<file path="config.mk">
export PLATFORM = sky130hd
export DESIGN_NAME = cascaded_biquad_iir_filter_unit
export DESIGN_NICKNAME = d
export VERILOG_FILES = /design/src/hdl/cbq_pkg.sv /design/src/hdl/cbq_sermul.sv /design/src/hdl/cascaded_biquad_iir_filter_unit.sv
export SDC_FILE = /design/constraint.sdc
export NUM_CORES = 2
export LEC_CHECK = 0
export BUFFER_PORTS_ARGS = -buffer_cell sky130_fd_sc_hd__clkbuf_2
export CELL_PAD_IN_SITES_DETAIL_PLACEMENT = 0
export CELL_PAD_IN_SITES_GLOBAL_PLACEMENT = 1
export CORE_UTILIZATION = 42
export CTS_CLUSTER_DIAMETER = 150
export DETAILED_ROUTE_END_ITERATION = 6
export PLACE_DENSITY_LB_ADDON = 0.1
export SKIP_LAST_GASP = 1
export SLEW_MARGIN = 20
export SYNTH_ARGS = -nofsm -noshare
export SYNTH_HDL_FRONTEND = slang
export SYNTH_SLANG_ARGS = --single-unit
</file>
<file path="constraint.sdc">
create_clock -name i_clk -period 22.7 [get_ports i_clk]
set_clock_uncertainty 0.05 [all_clocks]
set_input_delay 2.27 -clock i_clk [delete_from_list [all_inputs] [get_ports i_clk]]
set_output_delay 2.27 -clock i_clk [all_outputs]
set_load 0.005 [all_outputs]
</file>
<file path="src/hdl/cbq_pkg.sv">
`timescale 1ns / 1ps
package cbq_pkg;
    localparam int DataW = 32;
    localparam int CoefW = 12;
    localparam int FbW = 24;
    localparam int GainW = 4;
    localparam int SampleW = 10;
    localparam int CfgIdxW = 3;
    localparam int DefSections = 4;
    localparam logic [CfgIdxW-1:0] REG_GAIN = 3'd4;
    localparam logic [FbW-1:0] FB_RST0 = 24'd2067584;
    localparam logic [FbW-1:0] FB_RST1 = 24'd2067581;
    localparam logic [FbW-1:0] FB_RST2 = 24'd2083966;
    localparam logic [FbW-1:0] FB_RST3 = 24'd2088054;
    localparam logic [GainW-1:0] GAIN_RST = 4'd5;

    function automatic logic signed [DataW-1:0] sat32(input logic signed [DataW+13:0] v);
        logic signed [DataW+13:0] hi;
        logic signed [DataW+13:0] lo;
        begin
            hi = (DataW+14)'(2147483647);
            lo = -hi - (DataW+14)'(1);
            if (v > hi) sat32 = 32'sh7fffffff;
            else if (v < lo) sat32 = 32'sh80000000;
            else sat32 = v[DataW-1:0];
        end
    endfunction

    // truncating divide by 512 (toward zero)
    function automatic logic signed [DataW-1:0] div512(input logic signed [DataW-1:0] v);
        logic signed [DataW-1:0] t;
        begin
            t = v + ((v < 0) ? 32'sd511 : 32'sd0);
            div512 = t >>> 9;
        end
    endfunction
endpackage

</file>
<file path="src/hdl/cbq_sermul.sv">
`timescale 1ns / 1ps
// Shift-add multiplier: signed 32-bit word times signed 12-bit coefficient,
// one coefficient bit per cycle.
module cbq_sermul (
    input  logic                                    i_clk,
    input  logic                                    i_rst_n,
    input  logic                                    i_start,
    input  logic signed [cbq_pkg::DataW-1:0]        i_a,
    input  logic signed [cbq_pkg::CoefW-1:0]        i_b,
    output logic                                    o_done,
    output logic signed [cbq_pkg::DataW+13:0]       o_p
);
    logic [3:0] r_cnt, n_cnt;
    logic r_busy, n_busy;
    logic signed [cbq_pkg::DataW+13:0] r_acc, n_acc;
    logic signed [cbq_pkg::DataW+13:0] r_a, n_a;
    logic [cbq_pkg::CoefW-1:0] r_b, n_b;
    logic r_done, n_done;

    always_comb begin
        n_cnt = r_cnt;
        n_busy = r_busy;
        n_acc = r_acc;
        n_a = r_a;
        n_b = r_b;
        n_done = 1'b0;
        if (i_start) begin
            n_busy = 1'b1;
            n_cnt = 4'd0;
            n_acc = '0;
            n_a = (cbq_pkg::DataW+14)'(i_a);
            n_b = i_b;
        end else if (r_busy) begin
            // top coefficient bit carries negative weight
            if (r_b[0]) begin
                if (r_cnt == 4'(cbq_pkg::CoefW-1)) n_acc = r_acc - r_a;
                else n_acc = r_acc + r_a;
            end
            n_a = r_a <<< 1;
            n_b = r_b >> 1;
            n_cnt = r_cnt + 4'd1;
            if (r_cnt == 4'(cbq_pkg::CoefW-1)) begin
                n_busy = 1'b0;
                n_done = 1'b1;
            end
        end
    end

    always_ff @(posedge i_clk) begin
        if (!i_rst_n) begin
            r_busy <= 1'b0;
            r_done <= 1'b0;
            r_cnt <= '0;
        end else begin
            r_busy <= n_busy;
            r_done <= n_done;
            r_cnt <= n_cnt;
        end
        r_acc <= n_acc;
        r_a <= n_a;
        r_b <= n_b;
    end

    assign o_done = r_done;
    assign o_p = r_acc;
endmodule

</file>
<file path="src/hdl/cascaded_biquad_iir_filter_unit.sv">
`timescale 1ns / 1ps
// Cascaded biquad IIR filter, direct form II, Q9 fixed point.
// Input channel: s_axis (tdata[9:0] = sample, unsigned). Output channel:
// m_axis (tdata[31:0] = filtered, signed). Configuration: plain write port,
// index 0..3 = section feedback words (a1 bits 11:0, a2 bits 23:12),
// index 4 = stage gain; other indexes are ignored.
// Each section needs three multiplies (a1*d1, a2*d0, y*gain) on one shared
// bit-serial multiplier, plus a step for the output sum between the second
// and third multiplies. One item is worked at a time.
// The result waits in an output register; a new sample is taken while it
// waits, but the next result holds until the receiver takes the first.
// Reset (synchronous, active low) clears the delay words and loads the
// default register values; the input is ready as soon as reset is released.
module cascaded_biquad_iir_filter_unit #(
    parameter int SECTIONS = cbq_pkg::DefSections
) (
    input  logic                               i_clk,
    input  logic                               i_rst_n,
    input  logic                               s_axis_tvalid,
    output logic                               s_axis_tready,
    input  logic [15:0]                        s_axis_tdata,   // [9:0] sample
    output logic                               m_axis_tvalid,
    input  logic                               m_axis_tready,
    output logic [31:0]                        m_axis_tdata,   // [31:0] filtered
    input  logic                               i_cfg_we,
    input  logic [cbq_pkg::CfgIdxW-1:0]        i_cfg_idx,
    input  logic [cbq_pkg::FbW-1:0]            i_cfg_data
);
    localparam int SecW = (SECTIONS > 1) ? $clog2(SECTIONS) : 1;
    localparam logic [2:0] ST_IDLE = 3'd0, ST_M1 = 3'd1, ST_M2 = 3'd2,
                           ST_Y = 3'd3, ST_MG = 3'd4, ST_OUT = 3'd5;

    logic [cbq_pkg::FbW-1:0] r_fb [4];
    logic [cbq_pkg::GainW-1:0] r_gain;
    logic signed [cbq_pkg::DataW-1:0] r_d0 [SECTIONS];
    logic signed [cbq_pkg::DataW-1:0] r_d1 [SECTIONS];
    logic [2:0] r_st, n_st;
    logic [SecW-1:0] r_sec;
    logic signed [cbq_pkg::DataW-1:0] r_x, r_w;
    logic [31:0] r_out;
    logic r_ov;
    logic r_pend;
    logic [cbq_pkg::SampleW-1:0] r_pend_s;
    logic r_mstart, n_mstart;
    logic signed [cbq_pkg::DataW-1:0] r_ma;
    logic signed [cbq_pkg::CoefW-1:0] r_mb;
    logic m_done;
    logic signed [cbq_pkg::DataW+13:0] m_p;

    logic [cbq_pkg::FbW-1:0] fb;
    logic signed [cbq_pkg::CoefW-1:0] a2;
    logic signed [cbq_pkg::DataW-1:0] d0, d1, wq, ysum, b1d1;
    logic s_acc, m_acc;

    cbq_sermul u_mul (
        .i_clk(i_clk), .i_rst_n(i_rst_n), .i_start(r_mstart),
        .i_a(r_ma), .i_b(r_mb), .o_done(m_done), .o_p(m_p)
    );

    always_comb begin
        fb = r_fb[(int'(r_sec) > 3) ? 2'd3 : 2'(r_sec)];
        a2 = fb[23:12];
        d0 = r_d0[r_sec];
        d1 = r_d1[r_sec];
        wq = cbq_pkg::div512(r_w);
        b1d1 = cbq_pkg::sat32((cbq_pkg::DataW+14)'(d1)
                              * ((int'(r_sec) < 2) ? 46'sd1024 : -46'sd1024));
        ysum = cbq_pkg::sat32((cbq_pkg::DataW+14)'(cbq_pkg::sat32((cbq_pkg::DataW+14)'(wq) * 46'sd512))
                              + (cbq_pkg::DataW+14)'(b1d1));
        ysum = cbq_pkg::sat32((cbq_pkg::DataW+14)'(ysum)
                              + (cbq_pkg::DataW+14)'(cbq_pkg::sat32((cbq_pkg::DataW+14)'(d0) * 46'sd512)));
    end

    assign s_axis_tready = !r_pend;
    assign s_acc = s_axis_tvalid && s_axis_tready;
    assign m_acc = r_ov && m_axis_tready;
    assign m_axis_tvalid = r_ov;
    assign m_axis_tdata = r_out;

    always_comb begin
        n_st = r_st;
        n_mstart = 1'b0;
        case (r_st)
            ST_IDLE: if (r_pend) begin
                n_st = ST_M1;
                n_mstart = 1'b1;
            end
            ST_M1:   if (m_done) begin
                n_st = ST_M2;
                n_mstart = 1'b1;
            end
            ST_M2:   if (m_done) n_st = ST_Y;
            ST_Y:    begin
                n_st = ST_MG;
                n_mstart = 1'b1;
            end
            ST_MG:   if (m_done) begin
                if (r_sec == SecW'(SECTIONS-1)) begin
                    n_st = ST_OUT;
                end else begin
                    n_st = ST_M1;
                    n_mstart = 1'b1;
                end
            end
            ST_OUT:  if (!r_ov || m_acc) n_st = ST_IDLE;
            default: n_st = ST_IDLE;
        endcase
    end

    always_ff @(posedge i_clk) begin
        if (!i_rst_n) begin
            r_fb[0] <= cbq_pkg::FB_RST0;
            r_fb[1] <= cbq_pkg::FB_RST1;
            r_fb[2] <= cbq_pkg::FB_RST2;
            r_fb[3] <= cbq_pkg::FB_RST3;
            r_gain <= cbq_pkg::GAIN_RST;
            for (int i = 0; i < SECTIONS; i++) begin
                r_d0[i] <= '0;
                r_d1[i] <= '0;
            end
            r_st <= ST_IDLE;
            r_sec <= '0;
            r_ov <= 1'b0;
            r_pend <= 1'b0;
            r_mstart <= 1'b0;
        end else begin
            r_st <= n_st;
            r_mstart <= n_mstart;
            if (i_cfg_we) begin
                if (i_cfg_idx < cbq_pkg::REG_GAIN) r_fb[i_cfg_idx[1:0]] <= i_cfg_data;
                else if (i_cfg_idx == cbq_pkg::REG_GAIN) r_gain <= i_cfg_data[cbq_pkg::GainW-1:0];
            end
            if (s_acc) begin
                r_pend <= 1'b1;
                r_pend_s <= s_axis_tdata[cbq_pkg::SampleW-1:0];
            end
            // in ST_OUT a taken result is replaced below
            if (m_acc && r_st != ST_OUT) r_ov <= 1'b0;
            case (r_st)
                ST_IDLE: if (r_pend) begin
                    r_pend <= 1'b0;
                    r_sec <= '0;
                    r_x <= 32'(r_pend_s);
                    r_ma <= r_d1[0];
                    r_mb <= r_fb[0][11:0];
                end
                ST_M1: if (m_done) begin
                    r_w <= cbq_pkg::sat32((cbq_pkg::DataW+14)'(cbq_pkg::sat32((cbq_pkg::DataW+14)'(r_x) * 46'sd512))
                                          - (cbq_pkg::DataW+14)'(cbq_pkg::sat32(m_p)));
                    r_ma <= d0;
                    r_mb <= a2;
                end
                ST_M2: if (m_done) begin
                    r_w <= cbq_pkg::sat32((cbq_pkg::DataW+14)'(r_w) - (cbq_pkg::DataW+14)'(cbq_pkg::sat32(m_p)));
                end
                ST_Y: begin
                    r_d0[r_sec] <= d1;
                    r_d1[r_sec] <= wq;
                    r_ma <= cbq_pkg::div512(ysum);
                    r_mb <= cbq_pkg::CoefW'(r_gain);
                end
                ST_MG: if (m_done) begin
                    r_x <= cbq_pkg::div512(cbq_pkg::sat32(m_p));
                    if (r_sec != SecW'(SECTIONS-1)) begin
                        r_sec <= r_sec + SecW'(1);
                        r_ma <= r_d1[r_sec + SecW'(1)];
                        r_mb <= r_fb[(int'(r_sec) + 1 > 3) ? 2'd3 : 2'(r_sec + SecW'(1))][11:0];
                    end
                end
                ST_OUT: if (!r_ov || m_acc) begin
                    r_ov <= 1'b1;
                    r_out <= cbq_pkg::sat32((cbq_pkg::DataW+14)'(r_x) + 46'sd512);
                end
                default: ;
            endcase
        end
    end
endmodule

</file>
=== After elaboration in Yosys (flattened, before gate mapping) ===
Memories as Yosys holds them, arrays and structs flattened. A register that Yosys moved wholly into a read port is not among the register bits.
Index checks and enable logic that the tools add are counted.

* Register bits: 272
* RAM bits: 352
* Logic and storage cells: 209
* Memories kept: 3

* Add/subtract/negate cells: 13
* Multipliers: 1
* Order comparisons: 26
* Equality and inequality tests: 16
* Multiplexer cells: 104
* Bitwise gates (word level): 3
* Reductions and logical operators: 25

{| class="wikitable"
|+ Memory list
! name !! words !! width !! rd ports !! clocked after Yosys merged registers in !! write ports !! RTL line !! text
|-
| r_d0 || 4 || 32 || 1 || 1 || 4 || cascaded_biquad_iir_filter_unit.sv:35 || <nowiki>logic signed [cbq_pkg::DataW-1:0] r_d0 [SECTIONS];</nowiki>
|-
| r_d1 || 4 || 32 || 3 || 1 || 4 || cascaded_biquad_iir_filter_unit.sv:36 || <nowiki>logic signed [cbq_pkg::DataW-1:0] r_d1 [SECTIONS];</nowiki>
|-
| r_fb || 4 || 24 || 3 || 1 || 4 || cascaded_biquad_iir_filter_unit.sv:33 || <nowiki>logic [cbq_pkg::FbW-1:0] r_fb [4];</nowiki>
|}

{| class="wikitable"
|+ Operators with widths
! cell !! number
|-
| 32-bit two-way mux || 39
|-
| 46-bit two-way mux || 4
|-
| 33-bit by 32-bit > comparator with 1-bit output, second input constant || 5
|-
| 33-bit by 32-bit < comparator with 1-bit output, second input constant || 5
|-
| 32-bit one-hot mux with 2 select lines || 2
|-
| 32-bit one-hot mux with 4 select lines || 1
|-
| 32-bit by 10-bit adder with 32-bit output || 3
|-
| 32-bit by 1-bit < comparator with 1-bit output, second input constant || 3
|-
| 46-bit by 32-bit > comparator with 1-bit output, second input constant || 2
|-
| 46-bit by 32-bit < comparator with 1-bit output, second input constant || 2
|-
| 41-bit by 32-bit > comparator with 1-bit output, second input constant || 2
|-
| 41-bit by 32-bit < comparator with 1-bit output, second input constant || 2
|-
| 12-bit two-way mux || 6
|-
| 32-bit by 32-bit adder with 33-bit output || 2
|-
| 32-bit by 32-bit subtractor with 33-bit output || 2
|-
| 32-bit OR reduction || 2
|-
| 12-bit one-hot mux with 4 select lines || 1
|-
| 46-bit adder || 1
|-
| 32-bit by 46-bit multiplier with 46-bit output || 1
|-
| 46-bit subtractor || 1
|-
| 32-bit by 11-bit adder with 33-bit output, second input constant || 1
|-
| 32-bit > comparator, second input constant || 1
|-
| 32-bit < comparator, second input constant || 1
|-
| 9-bit two-way mux || 3
|-
| other kinds (36) || 96
|}

=== Logic depth before layout (Yosys ltp) ===
* Depth after elaboration: 18
* Mapped depth: 76

=== Modules after synthesis ===
Synthesis repeated with hierarchy kept, for this count alone.

* Cells, all modules: 4319
* Area total of the unflattened synthesis: 42595.9 µm²

{| class="wikitable"
|+ By module, submodules not included
! module !! instances !! cells each !! area an instance (µm²) !! seq. area each (µm²)
|-
| cascaded_biquad_iir_filter_unit || 1 || 3431 || 34805.9 || 12652.1
|-
| cbq_sermul || 1 || 888 || 7790.0 || 2782.7
|}

=== Worst setup path before layout ===
No wires, ideal clock.

* Path type: register to register
* Start: register (tool-made name)
* End: register r_ma[11] in the netlist's numbering, data pin
* Setup time: 0.271 ns
* Arrival time: 17.835 ns
* Data required time: 22.379 ns
* Setup slack: 4.544 ns
* Cell stages (with the launch flop): 71
* Buffers on the path: 10
* Path through: dfxtp_1 -> clkbuf_1 -> clkbuf_1 -> buf_1 -> mux4_2 -> inv_1 -> nor2_1 -> fa_1 -> inv_1 -> fa_1 -> inv_1 -> fa_1 -> inv_1 -> fa_1 -> clkbuf_1 -> inv_2 -> fa_1 -> fa_1 -> (+35 left out) -> o21ai_0 -> a21oi_1 -> o211ai_1 -> o221ai_1 -> and2_1 -> clkbuf_1 -> inv_1 -> clkbuf_1 -> nor2_1 -> o21ai_0 -> a31oi_1 -> ha_1 -> ha_1 -> o21ai_0 -> a211oi_2 -> nand2_1 -> xnor2_1 -> o22ai_1

{| class="wikitable"
|+ RTL lines
! what !! RTL line !! text
|-
| end signal: assignment || cascaded_biquad_iir_filter_unit.sv:144 || <nowiki>r_ma <= r_d1[0];</nowiki>
|-
| end signal: assignment || cascaded_biquad_iir_filter_unit.sv:159 || <nowiki>r_ma <= cbq_pkg::div512(ysum);</nowiki>
|-
| end signal: assignment || cascaded_biquad_iir_filter_unit.sv:166 || <nowiki>r_ma <= r_d1[r_sec + SecW'(1)];</nowiki>
|-
| end: declaration || cascaded_biquad_iir_filter_unit.sv:45 || <nowiki>logic signed [cbq_pkg::DataW-1:0] r_ma;</nowiki>
|}

==> out/metrics.yaml <==
post_cts.repair.setup_buffers: 0
layout-drive-gt1-share: 0.103
p_leak_uw: 0.0196
outcome: "finished, final reports clean"
final_cell_mix: "edfxtp_1 (470), nand2_1 (388), inv_1 (386)"
ys.flop_type: "edfxtp_1"
vias: 31700
design.core.area_um2: 98700
startpoint_type: "register"
clkTransAtPathRegs_ns: 0.06
hold_viol: 0
gp_congestion: 0.871
drc: 0
synth_top_family_by_area: "adder cells"
ys_types: 92
cp.required_ns: 22.99
maxSlewHeadroom: 0.289
syn2layout_area_growth_pct: 10.2
clock_sinks: 536
ioPinCount: 82
synth-edff-count: 470
synth.area.mux_share: 0.0625
finalInstanceArea_um2: 46300
placed_cell_area_um2: 44000
fin_crit_ns: 20.52
finalCritPeriodShare: 0.904
crit_path_top_delay_cell: "mux4_2"
hp-class: "register to register"
fin_nets: 4779
fin_cells: 5611
firstDrtPassIters: 5
cts_resized: 0
yosys.area_share.simple: 0.151
synthAdderAreaFrac: 0.170
fillers: 9492
cp-end-kind: "register"
cts-root-buf: "clkbuf_16"
cts_tree: "done"
final_core_util: 0.469
netlist_area_um2: 42000
hold_path.startpoint: "r_gain[0]"
max_freq_ghz: 0.0487
ant_nets: 0
synth_compound_area_frac: 0.139
drv_cap: 0
syn_inst: 4233
grt_antenna_before_repair: 4
yosysSeqAreaShare: 0.367
dp.cells: 5483
drt-total-wl_mm: 124
tightestPinTransition_ns: 1.07
cts-buffers-inserted: 69
grt_max_degree: 77
yosys_warnings: 0
power_uw: 4730
max_stage_delay_ns: 0.76
drt-vias-per-instance: 5.65
grt-ovfl-total: 0
die-area_um2: 101000
drt_iter0_drc: 2427
tns_ns: 0
crit_top_cell: "fa_1"
h-tree-depth: 3
grt_pass1_wl_mm: 189
die_h_um: 318
clockBufferDepth: 3
clock_latency_ns: 0.66
cts_hold_buf: 0
synthArstFlopShare: 0
avgSynthCellArea_um2: 9.92
grt_setup_unrepaired: "false"
syn-num-nets: 4744
core.rowCount: 115
post-dp-hpwl_mm: 91.0
synth_xor_area_frac: 0.0584
power_density_nw_per_um2: 102
start_util: 0.426
ir_drop_uv: 63.0
setup_viol: 0
grt_pass1_vias: 30800
grt_usage: 0.243
crit_arrival_ns: 20.82
final_common_cell: "edfxtp_1"
io_buffer_count: 75
path_class: "register to register"
wl_per_cell_um: 22.0
die_x_um: 318
path_max_fanout: 39
slew_viol_final: 0
ys_seq_elements: 536
-- through the flow --
step / hold slack (ns) / setup slack [ns]
2_1_floorplan: 0.389 / 4.54
3_3_place_gp: 0.403 / 2.22
3_5_place_dp: 0.409 / 2.20
4_1_cts: 0.424 / 2.13
5_1_grt: 0.436 / 0.856
6_report: 0.422 / 2.18
-- per-layer routing --
metal  track usage  up-vias  part of all wire
met3        0.0336      168             0.045
met1         0.338    15600              0.46
met4        0.0901        4             0.038
li1              -    15200                 -
met2         0.386      687              0.46
met5             0        -           0.00021
-- worst max-delay path, delay by kind of cell (launching register included) --
family / cells / cell delay [ns]
muxes: 1 / 0.76
and+or+nand+nor: 11 / 4.05
DFF: 1 / 0.68
xor gates and xnor gates: 2 / 0.61
buffers and inverters: 7 / 1.48
AOI/OAI and AO/OA: 22 / 5.78
adders and majority gates: 14 / 6.67
-- report_power, final --
group / internal (µW) / leakage (µW) / switching (µW)
combinational: 948 / 0.0134 / 1400
clock: 632 / 0.00109 / 464
sequential: 1200 / 0.00515 / 78.6
total: 2780 / 0.0196 / 1950
-- flip-flops by register name (all words and copies together), names as in the netlist, named ones only --
name and count:
m_axis_tvalid 1, u_mul.o_done 1, u_mul.r_a 46, r_d0 92, r_pend 1, r_sec 2
r_mb 12, r_w 32, r_fb 96, r_mstart 1, r_ma 23, u_mul.r_b 12
u_mul.o_p 46, r_x 23, u_mul.r_busy 1, r_pend_s 10, r_st 3, r_d1 92
m_axis_tdata 32, r_gain 4, u_mul.r_cnt 4
-- cell type report --
type | count | area (µm²) | area share
diodes | 2 | 5.00 | 0.000108
clock buffers | 90 | 1860 | 0.0401
clock inverters | 35 | 380 | 0.00822
inverters | 390 | 1460 | 0.0316
multi-input cells | 3126 | 24600 | 0.532
flip-flops and latches | 536 | 15400 | 0.334
well taps | 1287 | 1610 | 0.0348
repair buffers | 145 | 908 | 0.0196
-- synth_stat cells (all sizes together) (7+ instances only) --
cell     count  share of area
a21oi      236          0.028
o211ai      17         0.0030
or3         35         0.0052
a221oi      32         0.0067
nor3        54         0.0064
xnor2      162          0.034
o2111ai      8         0.0017
a211o       11         0.0023
nand3       65         0.0079
a31oi       35         0.0054
and3        89          0.013
nor4        21         0.0031
nand3b      13         0.0023
edfxtp     470           0.34
ha         306          0.091
nand2      391          0.035
xor2       118          0.025
inv        390          0.035
nor3b       10         0.0018
nand2b      42         0.0063
a31o         8         0.0017
and2        98          0.015
a2bb2oi     30         0.0063
o31ai       26         0.0046
maj3        16         0.0038
a211oi      27         0.0051
o21a        33         0.0059
fa         157          0.075
nor2       363          0.032
clkbuf     159          0.014
and4        12         0.0025
nor2b       46         0.0069
dfxtp       66          0.031
mux4        89          0.048
buf         22         0.0021
mux2i       19         0.0045
o22ai       21         0.0031
o41ai        7         0.0016
a21o       100          0.018
or2         26         0.0039
o21ai      207          0.025
o21bai      24         0.0043
nand4       30         0.0045
o31a         8         0.0017
mux2        38          0.010
-- cell families after synthesis --
kind of cell | after synthesis
and+or+nand+nor | 1320
AOI/OAI and AO/OA | 901
buffers and inverters | 571
DFF | 536
adders and majority gates | 479
xor gates and xnor gates | 280
muxes | 146
-- path summary, 6_finish.rpt --
path               endpoint  slack [ns]  depth (start not counted)
setup / recovery   r_ma[11]        2.18                         57
hold / removal    r_gain[0]        0.42                          2
setup reg to reg   r_ma[11]        2.18                         57
hold reg to reg   r_gain[0]        0.42                          2
(Power assumes the default switching activity.)
